File: src/rtl/core/supersample_outline_colorizer_defines.svh
// Assertion macros shared by the colorizer RTL.
`ifndef SUPERSAMPLE_OUTLINE_COLORIZER_DEFINES_SVH
`define SUPERSAMPLE_OUTLINE_COLORIZER_DEFINES_SVH

// Same-cycle implication, sampled on clk, off while rst_n is low.
`define SSOC_ASSERT_IMP(label, ante, cons, msg) \
  label: assert property (@(posedge clk) disable iff (!rst_n) (ante) |-> (cons)) \
    else $error(msg);

// Next-cycle implication, sampled on clk, off while rst_n is low.
`define SSOC_ASSERT_NXT(label, ante, cons, msg) \
  label: assert property (@(posedge clk) disable iff (!rst_n) (ante) |=> (cons)) \
    else $error(msg);

`endif

File: src/rtl/core/ssoc_pkg.sv
// Shared types and constants of the supersample outline colorizer.
package ssoc_pkg;

  localparam int LEVEL_W           = 8;
  localparam int IN_DATA_W         = 3 * LEVEL_W;
  localparam int FACTOR_W          = 4;
  localparam int WIDTH_W           = 9;
  localparam int COLOR_W           = 32;
  localparam int CFG_DATA_W        = 32;
  localparam int CFG_ADDR_W        = 4;
  localparam int DEF_MAX_OUT_WIDTH = 256;
  localparam int DEF_MAX_FACTOR    = 8;

  localparam logic [FACTOR_W-1:0] RST_FACTOR = 4'd1;
  localparam logic [WIDTH_W-1:0]  RST_WIDTH  = 9'd256;
  localparam logic [LEVEL_W-1:0]  LEVEL_MAX  = 8'hff;

  typedef enum logic [1:0] {
    REG_FACTOR = 2'd0,
    REG_WIDTH  = 2'd1,
    REG_EDGE   = 2'd2,
    REG_FILL   = 2'd3
  } reg_idx_t;

  typedef struct packed {
    logic [FACTOR_W-1:0] factor;
    logic [WIDTH_W-1:0]  out_width;
    logic [COLOR_W-1:0]  edge_color;
    logic [COLOR_W-1:0]  fill_color;
  } cfg_regs_t;

  // Handoff of a finished block from the accumulator to the shader.
  typedef struct packed {
    logic vld;
    logic eor;
  } blk_tag_t;

endpackage

File: src/rtl/core/ssoc_cfg.sv
// APB register file: supersample factor, output width, edge and fill colors.
module ssoc_cfg
  import ssoc_pkg::*;
(
  input  logic                  clk,
  input  logic                  rst_n,
  input  logic                  cfg_psel,
  input  logic                  cfg_penable,
  input  logic                  cfg_pwrite,
  input  logic [CFG_ADDR_W-1:0] cfg_paddr,
  input  logic [CFG_DATA_W-1:0] cfg_pwdata,
  output logic [CFG_DATA_W-1:0] cfg_prdata,
  output logic                  cfg_pready,
  output cfg_regs_t             cfg
);

  cfg_regs_t regs_r, regs_nxt;
  reg_idx_t  reg_idx;
  logic      wr_en;

  assign cfg_pready = 1'b1;
  assign wr_en      = cfg_psel & cfg_penable & cfg_pwrite & cfg_pready;
  assign reg_idx    = reg_idx_t'(cfg_paddr[CFG_ADDR_W-1:2]);

  always_comb begin
    regs_nxt = regs_r;
    if (wr_en) begin
      case (reg_idx)
        REG_FACTOR: regs_nxt.factor     = cfg_pwdata[FACTOR_W-1:0];
        REG_WIDTH:  regs_nxt.out_width  = cfg_pwdata[WIDTH_W-1:0];
        REG_EDGE:   regs_nxt.edge_color = cfg_pwdata[COLOR_W-1:0];
        REG_FILL:   regs_nxt.fill_color = cfg_pwdata[COLOR_W-1:0];
        default:    regs_nxt = regs_r;
      endcase
    end
  end

  always_ff @(posedge clk) begin
    if (!rst_n) begin
      regs_r <= '{factor: RST_FACTOR, out_width: RST_WIDTH,
                  edge_color: '0, fill_color: '0};
    end else begin
      regs_r <= regs_nxt;
    end
  end

  always_comb begin
    case (reg_idx)
      REG_FACTOR: cfg_prdata = CFG_DATA_W'(regs_r.factor);
      REG_WIDTH:  cfg_prdata = CFG_DATA_W'(regs_r.out_width);
      REG_EDGE:   cfg_prdata = CFG_DATA_W'(regs_r.edge_color);
      REG_FILL:   cfg_prdata = CFG_DATA_W'(regs_r.fill_color);
      default:    cfg_prdata = '0;
    endcase
  end

  assign cfg = regs_r;

endmodule

File: config.mk
export PLATFORM = sky130hd
export DESIGN_NAME = ssoc_cfg
export DESIGN_NICKNAME = d
export VERILOG_FILES = /design/src/rtl/core/supersample_outline_colorizer_defines.svh /design/src/rtl/core/ssoc_pkg.sv /design/src/rtl/core/ssoc_cfg.sv
export SDC_FILE = /design/constraint.sdc
export NUM_CORES = 1
export LEC_CHECK = 0
export BUFFER_PORTS_ARGS = -buffer_cell sky130_fd_sc_hd__buf_2
export CORE_MARGIN = 5
export CORE_UTILIZATION = 48
export CTS_CLUSTER_DIAMETER = 200
export CTS_CLUSTER_SIZE = 8
export DETAILED_ROUTE_END_ITERATION = 10
export MAX_ROUTING_LAYER = met4
export PLACE_DENSITY = 0.86
export SYNTH_ARGS = -nofsm -noshare
export SYNTH_HDL_FRONTEND = slang
export SYNTH_SLANG_ARGS = --single-unit
File: constraint.sdc
create_clock -name clk -period 1.56 [get_ports clk]
set_input_delay 0.312 -clock clk [delete_from_list [all_inputs] [get_ports clk]]
set_output_delay 0.312 -clock clk [all_outputs]
set_load 0.01 [all_outputs]
==> reports/summary.txt <==
layout cells sized above 1: 0.437
hold buffers post-CTS: 0
deepest clock path buffer count: 2
critical setup path kind: flip-flop to primary output
violated checks: negative setup slack
initial antenna violation count: 0
commonest non-fill, non-tap cell in the layout: buf_2
n_diodes: 0
Max VDD drop: 0.475 mV
final period utilization: 1.02
DP Cell Count: 594
commonest non-fill, non-tap cells in the layout: buf_2, nand2_1, mux2i_1, dfxtp_1, dfxtp_2
DRT Pass-1 Iters: 4
setup TNS: -0.116 ns
Hold Vio Cnt, Final: 0
fill count: 587
Final Power: 0.00405 W
Required @ worst endpoint: 1.25 ns
total grt overflow: 0
Placed Area: 4430 um2
PwrDens: 841 nW/um2
row cnt: 31
kind of end point of the critical path: primary output
antenna viol nets, final: 0
number of global-route vias before repair: 3205
worst r2r src: cfg[73]
hold endpoint: cfg[60]
Multi-input gate area: 1830 um2
Die Area: 9280 um2
CP max stage delay: 0.48 ns
crit path DAT: 1.28 ns
CTS tree: built
Post-Syn Area: 3580 um2
hold path cells: 3
Die X: 96.3 um
cell area after layout: 4810 um2
CTS buffer count: 9
vias per cell: 5.09
metal1 wirelength: 3810 um
fin. max-slew vios: 0
Max stage delay cell, worst path: mux4_2
status: complete, but fails checks
Main synth FF type: dfxtp_1
metal2 WL: 4940 um
CP top delay family: multiplexers
H-tree depth: 3
max FFs per register: 77
PortBufs: 147
final number of setup-violating endpoints: 6
critical path launch point type: flip-flop
synth unique cells: 22
flip-flop and latch area: 1570 um2
Die H: 96.3 um
vias: 3171
DR WL met3: 577 um
Ys Warns: 0
Residual DRC: 0
Worst-path clk slew: 0.08 ns
Mapped Avg Cell Area: 9.86 um2
R2R depth: 3
final core utilization: 0.664
synthesized net count: 404
Hold Crit Start: cfg_pwdata[28]
Sink Count: 77
Clock power frac: 0.410
switching pwr: 0.000943 W
Root Driver: clkbuf_8
WL/cell: 15.4 um
switching fraction of total power: 0.233
static leakage: 2.50 nW
core box area: 7250 um2
global-route wire length before repair: 15000 um
min Tclk post-route: 1.59 ns
DRT iter0 DRCs: 117
Clock Skew: 0 ns
Highest Signal Layer: met4
clk_lat worst skew: 0.33 ns
Synth Instances: 363
PnR worst setup slack: -0.0327 ns
number of synthesized flops with an enable pin: 0
post-DP HPWL: 6810 um
R2R setup slack: 0.81 ns
r2r endpoint: cfg[73]
GP Congestion: 0.792
Max Cap Violations: 0
register area share after synthesis: 0.431
Flop pwr share: 0.497
num ports: 151
Internal Power: 0.00311 W
ys async rst share: 0
Routed WL: 9570 um
unrepaired setup endpoints after global routing: yes
max frequency: 0.628 GHz
worst-path maximum fanout: 3
crit path cell chain: mux4_2 > buf_6
largest net degree at the start of global routing: 46
Min-Delay Path Class: input pin to flip-flop
CP Depth: 2
CP bufs+invs: 1
FF+latch count, synth: 77
All-Layer GR Usage: 0.213
initial core utilization: 0.493
Layout area overhead: 34.5%
Comb power frac: 0.093
Finished Layout Cells: 623
nets: 560
power groups by stage:
stage	Combinational (W)	Sequential, W	Clock, W
after floorplan	0.000210	0.00206	0
after global placement	0.000348	0.00205	0
after detailed placement	0.000360	0.00206	0
after CTS	0.000375	0.00201	0.00169
after global routing	0.000408	0.00201	0.00180
final	0.000378	0.00201	0.00166
timing repair:
action                                  CTS  global route
gates resized for setup                  28            11
endpoints found under the setup margin   28             9
buffers inserted                         11             2
Yosys cell counts (2+ instances only):
| cell | instances | area, um2 |
|---|---|---|
| a22o_1 | 5 | 43.8 |
| buf_2 | 2 | 10.0 |
| buf_4 | 9 | 67.6 |
| buf_6 | 7 | 78.8 |
| clkbuf_1 | 12 | 45.0 |
| dfxtp_1 | 77 | 1540 |
| inv_1 | 2 | 7.51 |
| mux2_2 | 5 | 56.3 |
| mux2i_1 | 98 | 981 |
| mux4_1 | 4 | 105 |
| nand2_1 | 107 | 402 |
| nand3_1 | 2 | 10.0 |
| nor2b_1 | 23 | 144 |
| o211ai_1 | 2 | 15.0 |
routing by layer:
metal  global-route usage  vias to the layer above
li1                     -                     1521
met1                0.229                     1519
met2                0.384                      112
met3               0.0352                       19
met4               0.0946                        0
met5                    -                        -
tightest hold or removal path, cell delays in order:
cell and delay (ns):
buf_2 0.09, nand2_1 0.07, mux2i_1 0.06
final cells by class:
type,count,area share
multi-input combinational,254,0.380
sequential,77,0.327
timing repair buffer,175,0.219
clock buffer,10,0.0286
tap,99,0.0257
clock inverter,6,0.0179
inverter,2,0.00156
how the worst max path moves through the flow:
stage / from / end
floorplan: cfg_paddr[2] / cfg_prdata[5]
global placement: cfg_paddr[2] / cfg_prdata[1]
detailed placement: cfg_paddr[2] / cfg_prdata[13]
CTS: cfg[1] / cfg_prdata[1]
global route: cfg[3] / cfg_prdata[3]
finish: cfg[3] / cfg_prdata[3]
kinds of logic after synthesis:
group           count (synthesis)  share of synthesized area
compound gates                  8                     0.0185
buf+inv                        32                     0.0584
flops                          77                      0.431
mux                           107                      0.319
other cells                     1                    0.00105
simple gates                  138                      0.172
through the flow:
| step | hold slack (ns) | setup slack [ns] |
|---|---|---|
| 3_3_place_gp | 0.453 | -0.0505 |
| 5_1_grt | 0.235 | -0.0887 |
| 3_5_place_dp | 0.459 | -0.0872 |
| 6_report | 0.246 | -0.0327 |
| 2_1_floorplan | 0.474 | 0.0936 |
| 4_1_cts | 0.231 | -0.0388 |
Power figures use the tool's default switching activity.
