## config.mk

```make
export PLATFORM = sky130hd
export DESIGN_NAME = ssoc_shade
export DESIGN_NICKNAME = d
export VERILOG_FILES = /design/src/rtl/core/supersample_outline_colorizer_defines.svh /design/src/rtl/core/ssoc_pkg.sv /design/src/rtl/core/ssoc_shade.sv
export SDC_FILE = /design/constraint.sdc
export NUM_CORES = 2
export LEC_CHECK = 0
export BUFFER_PORTS_ARGS = -buffer_cell sky130_fd_sc_hd__buf_2
export CORE_MARGIN = 2
export CORE_UTILIZATION = 30
export CTS_CLUSTER_DIAMETER = 200
export DETAILED_ROUTE_END_ITERATION = 7
export SETUP_SLACK_MARGIN = 0.15
export SLEW_MARGIN = 30
export SYNTH_ARGS = -nofsm -noshare
export SYNTH_HDL_FRONTEND = slang
export SYNTH_SLANG_ARGS = --single-unit
export TNS_END_PERCENT = 5
```

## constraint.sdc

```tcl
create_clock -name clk -period 9.8 [get_ports clk]
set_clock_uncertainty 0.05 [all_clocks]
set_input_delay 0 -clock clk [delete_from_list [all_inputs] [get_ports clk]]
set_output_delay 0 -clock clk [all_outputs]
set_load 0.05 [all_outputs]
```

## src/rtl/core/supersample_outline_colorizer_defines.svh

```systemverilog
// Assertion macros shared by the colorizer RTL.
`ifndef SUPERSAMPLE_OUTLINE_COLORIZER_DEFINES_SVH
`define SUPERSAMPLE_OUTLINE_COLORIZER_DEFINES_SVH

// Same-cycle implication, sampled on clk, off while rst_n is low.
`define SSOC_ASSERT_IMP(label, ante, cons, msg) \
  label: assert property (@(posedge clk) disable iff (!rst_n) (ante) |-> (cons)) \
    else $error(msg);

// Next-cycle implication, sampled on clk, off while rst_n is low.
`define SSOC_ASSERT_NXT(label, ante, cons, msg) \
  label: assert property (@(posedge clk) disable iff (!rst_n) (ante) |=> (cons)) \
    else $error(msg);

`endif

```

## src/rtl/core/ssoc_pkg.sv

```systemverilog
// Shared types and constants of the supersample outline colorizer.
package ssoc_pkg;

  localparam int LEVEL_W           = 8;
  localparam int IN_DATA_W         = 3 * LEVEL_W;
  localparam int FACTOR_W          = 4;
  localparam int WIDTH_W           = 9;
  localparam int COLOR_W           = 32;
  localparam int CFG_DATA_W        = 32;
  localparam int CFG_ADDR_W        = 4;
  localparam int DEF_MAX_OUT_WIDTH = 256;
  localparam int DEF_MAX_FACTOR    = 8;

  localparam logic [FACTOR_W-1:0] RST_FACTOR = 4'd1;
  localparam logic [WIDTH_W-1:0]  RST_WIDTH  = 9'd256;
  localparam logic [LEVEL_W-1:0]  LEVEL_MAX  = 8'hff;

  typedef enum logic [1:0] {
    REG_FACTOR = 2'd0,
    REG_WIDTH  = 2'd1,
    REG_EDGE   = 2'd2,
    REG_FILL   = 2'd3
  } reg_idx_t;

  typedef struct packed {
    logic [FACTOR_W-1:0] factor;
    logic [WIDTH_W-1:0]  out_width;
    logic [COLOR_W-1:0]  edge_color;
    logic [COLOR_W-1:0]  fill_color;
  } cfg_regs_t;

  // Handoff of a finished block from the accumulator to the shader.
  typedef struct packed {
    logic vld;
    logic eor;
  } blk_tag_t;

endpackage

```

## src/rtl/core/ssoc_shade.sv

```systemverilog
// Block average by reciprocal multiply, color blend and output register.
module ssoc_shade
  import ssoc_pkg::*;
#(
  parameter int MAX_FACTOR = DEF_MAX_FACTOR,
  localparam int SUM_W = LEVEL_W + $clog2(MAX_FACTOR * MAX_FACTOR)
) (
  input  logic               clk,
  input  logic               rst_n,
  input  cfg_regs_t          cfg,
  input  blk_tag_t           blk_tag,
  input  logic [SUM_W-1:0]   sum_bg,
  input  logic [SUM_W-1:0]   sum_path,
  input  logic [SUM_W-1:0]   sum_fill,
  output logic               blk_rdy,
  output logic               out_tvalid,
  input  logic               out_tready,
  output logic [COLOR_W-1:0] out_tdata,
  output logic               out_tlast
);

  localparam int SUB_W  = (MAX_FACTOR > 1) ? $clog2(MAX_FACTOR) : 1;
  localparam int QCMP_W = ((SUB_W > FACTOR_W) ? SUB_W : FACTOR_W) + 1;
  localparam int SH     = SUM_W + $clog2(MAX_FACTOR * MAX_FACTOR);
  localparam int REC_W  = SH + 1;
  localparam int PROD_W = SUM_W + REC_W;
  localparam logic [QCMP_W-1:0] Q_LIMIT = QCMP_W'(MAX_FACTOR);

  function automatic logic [LEVEL_W-1:0] avg_of(input logic [PROD_W-1:0] prod);
    logic [SUM_W-1:0] quo;
    quo = prod[SH +: SUM_W];
    if (quo > SUM_W'(LEVEL_MAX)) begin
      avg_of = LEVEL_MAX;
    end else begin
      avg_of = quo[LEVEL_W-1:0];
    end
  endfunction

  logic [REC_W-1:0] recip_tab [MAX_FACTOR];

  // ceil(2^SH / q^2): exact quotient for every sum below 2^SUM_W.
  for (genvar g = 0; g < MAX_FACTOR; g++) begin : g_recip
    localparam int D = (g + 1) * (g + 1);
    localparam int M = ((1 << SH) + D - 1) / D;
    assign recip_tab[g] = REC_W'(M);
  end

  logic [SUB_W-1:0]              q_idx;
  logic [REC_W-1:0]              recip;
  logic                          adv2, adv3, adv_out;

  logic                          s2_vld_r, s2_eor_r;
  logic [PROD_W-1:0]             prod_bg_r, prod_path_r, prod_fill_r;

  logic [LEVEL_W-1:0]            bg_avg, path_avg, fill_avg;
  logic [3:0][2*LEVEL_W-1:0]     e_prod, f_prod;
  logic [2*LEVEL_W-1:0]          a_prod;

  logic                          s3_vld_r, s3_eor_r, s3_bgnz_r;
  logic [3:0][LEVEL_W-1:0]       s3_e_r, s3_f_r;
  logic [LEVEL_W-1:0]            s3_alpha_r;

  logic [3:0][LEVEL_W-1:0]       blend;
  logic [COLOR_W-1:0]            pixel_nxt;
  logic                          out_vld_r, out_last_r;
  logic [COLOR_W-1:0]            out_data_r;

  always_comb begin
    if (cfg.factor == '0) begin
      q_idx = '0;
    end else if (QCMP_W'(cfg.factor) >= Q_LIMIT) begin
      q_idx = SUB_W'(MAX_FACTOR - 1);
    end else begin
      q_idx = SUB_W'(cfg.factor - FACTOR_W'(1));
    end
  end

  assign recip = recip_tab[q_idx];

  assign adv_out = !out_vld_r || out_tready;
  assign adv3    = !s3_vld_r || adv_out;
  assign adv2    = !s2_vld_r || adv3;
  assign blk_rdy = adv2;

  always_comb begin
    bg_avg   = avg_of(prod_bg_r);
    path_avg = avg_of(prod_path_r);
    fill_avg = avg_of(prod_fill_r);
    for (int c = 0; c < 4; c++) begin
      e_prod[c] = cfg.edge_color[LEVEL_W*c +: LEVEL_W] * path_avg;
      f_prod[c] = cfg.fill_color[LEVEL_W*c +: LEVEL_W] * fill_avg;
    end
    a_prod = (LEVEL_MAX - bg_avg) * cfg.edge_color[3*LEVEL_W +: LEVEL_W];
  end

  always_comb begin
    logic [LEVEL_W:0] ch_sum;
    for (int c = 0; c < 4; c++) begin
      ch_sum   = {1'b0, s3_e_r[c]} + {1'b0, s3_f_r[c]};
      blend[c] = ch_sum[LEVEL_W] ? LEVEL_MAX : ch_sum[LEVEL_W-1:0];
    end
    if (s3_bgnz_r) begin
      pixel_nxt = {s3_alpha_r, cfg.edge_color[3*LEVEL_W-1:0]};
    end else begin
      pixel_nxt = blend;
    end
  end

  always_ff @(posedge clk) begin
    if (!rst_n) begin
      s2_vld_r  <= 1'b0;
      s3_vld_r  <= 1'b0;
      out_vld_r <= 1'b0;
    end else begin
      if (adv2) begin
        s2_vld_r <= blk_tag.vld;
      end
      if (adv3) begin
        s3_vld_r <= s2_vld_r;
      end
      if (adv_out) begin
        out_vld_r <= s3_vld_r;
      end
    end
  end

  always_ff @(posedge clk) begin
    if (adv2 && blk_tag.vld) begin
      s2_eor_r    <= blk_tag.eor;
      prod_bg_r   <= PROD_W'(sum_bg) * PROD_W'(recip);
      prod_path_r <= PROD_W'(sum_path) * PROD_W'(recip);
      prod_fill_r <= PROD_W'(sum_fill) * PROD_W'(recip);
    end
    if (adv3 && s2_vld_r) begin
      s3_eor_r   <= s2_eor_r;
      s3_bgnz_r  <= (bg_avg != '0);
      s3_alpha_r <= a_prod[2*LEVEL_W-1:LEVEL_W];
      for (int c = 0; c < 4; c++) begin
        s3_e_r[c] <= e_prod[c][2*LEVEL_W-1:LEVEL_W];
        s3_f_r[c] <= f_prod[c][2*LEVEL_W-1:LEVEL_W];
      end
    end
    if (adv_out && s3_vld_r) begin
      out_data_r <= pixel_nxt;
      out_last_r <= s3_eor_r;
    end
  end

  assign out_tvalid = out_vld_r;
  assign out_tdata  = out_data_r;
  assign out_tlast  = out_last_r;

endmodule

```

==> metrics.md <==
| Metric | Value |
|---|---|
| Post-synth EDFFs | `150` |
| Post-Route WL | `between 100 and 150 mm` |
| Top cells by area, synth | `fa_1 (35%), ha_1 (21%), edfxtp_1 (10%)` |
| Crit end category | `flop` |
| Root Buffer | `clkbuf_16` |
| Crit path top cell by count | `fa_1` |
| Sw Pwr | `slightly below 4 mW` |
| Setup TNS | `0 ns` |
| Distinct cell type count after synthesis | `just over 70` |
| Antenna viol nets, final | `0` |
| Layout cells sized above 1 | `under 10%` |
| Post-route insts no fill | `approximately 7000` |
| Drt wl/cell | `around 16 um` |
| Tot GR Track Use | `between 10% and 20%` |
| Worst slew pin tran | `between 0.9 and 1 ns` |
| CP max stage cell | `o41ai_2` |
| Worst Path Max Fanout | `29` |
| Most area-hungry cell type in the Yosys netlist | `fa_1` |
| DR DRC count | `0` |
| Cell with the most instances after synthesis | `inv_1` |
| Max stage delay on crit path | `about 0.84 ns` |
| WP data arrival | `around 8.1 ns` |
| Rel. slew slack | `about 36%` |
| Boundary Pins | `159` |
| Leakage | `26.2 nW` |
| Switching Fraction | `48.4%` |
| FF+latch area | `about 4600 um^2` |
| Clock Latency Late Sink | `~0.5 ns` |
| Min-delay src | `cfg[48]` |
| DRT iter0 DRCs | `between 1500 and 2000` |
| Via count | `about 31000` |
| Worst Setup Path Type | `in -> reg` |
| YS warnings | `0` |
| Hold Violations, Final | `0` |
| Dpl cells | `slightly below 7000` |
| Peak supply drop | `~0.10 mV` |
| Max Slew Vio Count | `0` |
| Fillers | `between 15000 and 20000` |
| Max Freq | `~130 MHz` |
| Final setup margin | `about 1.9 ns` |
| First-pass GRT wire length | `between 150 and 200 mm` |
| Worst slack, placed | `roughly 1.4 ns` |
| Kind of start point of the critical path | `input port` |
| Commonest register cell after synthesis | `edfxtp_1` |
| Clock Tree Buf Depth | `2` |
| Synth async-reset ratio | `0%` |
| Layout area overhead | `8.16%` |
| Multi-input combinational cell area | `35200 um^2` |
| Vias in the first global route | `roughly 34000` |
| Fin nets | `6545` |
| Largest net degree at the start of global routing | `69` |
| Internal | `about 4.2 mW` |
| Post-synthesis sequential area ratio | `about a tenth` |
| RR Startpoint | `prod_path_r[30]$_DFFE_PP_` |
| Critical path required time | `about 10 ns` |
| H-tree Lvls | `4` |
| CTS tree | `done` |
| Die Wd | `approximately 390 um` |
| Hpwl dp | `slightly above 90 mm` |
| Min-Delay Path Class | `in -> reg` |
| Final period utilization | `about four fifths` |
| Die Ht | `a little under 400 um` |
| Core footprint | `~150000 um^2` |
| Mapped Nets | `approximately 6500` |
| Top cell type's share of synthesized area | `35.3%` |
| Crit. Startpoint | `cfg[73]` |
| Total die area | `152000 um^2` |
| Clock buffer count from CTS | `17` |
| Starting Density | `a little over 30%` |
| RD Place Congestion | `roughly 0.89` |
| DR pass1 iterations | `5` |
| Vias per cell | `4.59` |
| Min Tclk post-route | `just under 8 ns` |
| Cells after Synth | `between 4000 and 5000` |
| Gate power share | `75.5%` |
| Initial antenna violation count | `23` |
| Clock transition at the registers of the reported paths | `about 0.080 ns` |
| Max-cap check violation count | `0` |
| # port buffers | `149` |
| RSZ-0062 raised after global routing | `no` |
| Synthesized area | `44700 um^2` |
| Cell Rows | `~140` |
| Synth Area per Inst | `between 9 and 10 um^2` |
| Status | `finished, final reports clean` |
| Reg power frac | `roughly 16%` |
| Grt total ovfl | `0` |
| Post-synthesis sequential element count | `153` |
| Power per Cell Area | `166 nW/um^2` |
| Top post-synthesis cells by count | `inv_1 (1174), fa_1 (790), ha_1 (738), nand2_1 (498), and2_1 (465)` |
| Sink Count | `between 150 and 200` |
| Setup violations, final | `0` |
| Clk network pwr share | `under 10%` |
## flip-flops by register name, indices dropped and copies added (netlist names)
name and count:
out_tdata 32, out_tlast 1, out_tvalid 1, prod_bg_r 14, prod_fill_r 14, prod_path_r 14
s2_eor_r 1, s2_vld_r 1, s3_alpha_r 8, s3_bgnz_r 1, s3_e_r 32, s3_eor_r 1
s3_f_r 32, s3_vld_r 1
## power by group through the flow
| stage | Combinational [mW] | Sequential (mW) | Clock, mW |
|---|---|---|---|
| detailed placement | 6.12 | 1.28 | 0 |
| finish | 6.07 | 1.26 | 0.703 |
| global placement | 5.96 | 1.28 | 0 |
| CTS | 6.18 | 1.27 | 0.726 |
| global route | 7.05 | 1.29 | 0.753 |
| floorplan | 4.64 | 1.25 | 0 |
## worst max-delay path, delay by kind of cell
kind | cells | cell delay [ns]
and+or+nand+nor | 8 | 1.85
AOI/OAI and AO/OA | 6 | 2.14
buffers and inverters | 6 | 0.64
xor gates and xnor gates | 2 | 0.23
adders and majority gates | 9 | 3.20
## logic make-up (layout without fill, tap and decap cells)
| group | Yosys count | after routing | share of synthesized area, % |
|---|---|---|---|
| xor gates and xnor gates | 119 | 119 | 2.33 |
| other | 0 | 13 | 0 |
| AOI/OAI and AO/OA | 306 | 306 | 4.51 |
| adders and majority gates | 1528 | 1528 | 56.0 |
| muxes | 2 | 2 | 0.0475 |
| DFF | 153 | 153 | 10.2 |
| and+or+nand+nor | 1394 | 1394 | 15.7 |
| buffers and inverters | 1339 | 1404 | 11.2 |
## layout make-up
| cell class | count | area share (%) |
|---|---|---|
| diodes | 13 | 0.0672 |
| clock inverters | 15 | 0.380 |
| well taps | 1930 | 4.99 |
| clock buffers | 17 | 0.879 |
| multi-input cells | 3349 | 72.7 |
| flip-flops and latches | 153 | 9.43 |
| inverters | 1175 | 9.11 |
| repair buffers | 197 | 2.39 |
## layout by cell type, fill, tap and decap left out, drive strengths merged, types with 7 or more instances in the layout
master and instances:
a211oi 12, a21o 37, a21oi 95, a22oi 12, a31oi 7, and2 465, and3 76, buf 181
clkbuf 17, diode 13, dlygate4sd3 16, edfxtp 150, fa 790, ha 738, inv 1185, nand2 498
nand2b 8, nand3 26, nand4 16, nor2 166, nor2b 39, nor3 46, nor4 12, o21a 16
o21ai 62, o21bai 9, or2 18, or3 8, xnor2 84, xor2 35
## worst paths after layout
path / end / slack (ns) / cells after the start
worst min register to register: s3_eor_r$_DFFE_PP_ / 0.38 / 0
worst max-delay path: prod_fill_r[33]$_DFFE_PP_ / 1.86 / 31
worst min-delay path: out_tdata[16]$_DFFE_PP_ / 0.04 / 3
worst max register to register: s3_e_r[31]$_DFFE_PP_ / 3.41 / 20
## through the flow
stage / hold WS, ns / power [mW] / utilization, % / area, um^2
CTS: 0.00116 / 8.18 / 32.7 / 48400
finish: 0.0434 / 8.04 / 32.7 / 48400
detailed placement: 0.129 / 7.40 / 32.2 / 47600
global placement: 0.129 / 7.24 / 32.2 / 47600
floorplan: 0.0489 / 5.88 / - / 44700
global route: 0.0296 / 9.10 / 32.7 / 48400
## timing repair
item / 4_1_cts / 5_1_grt
gates resized for setup: 0 / 0
endpoints found under the hold margin: 29 / 0
buffers inserted: 0 / 0
hold buffers: 16 / 0
## per-layer routing
layer | wire length (um) | global-route usage, % | up-vias
li1 | - | - | 14900
met1 | 48400 | 19.5 | 15700
met2 | 52700 | 25.7 | 615
met3 | 5530 | 2.07 | 136
met4 | 2000 | 3.31 | 14
met5 | 87 | 0 | -
No activity file was read; power rests on OpenSTA's default activity.
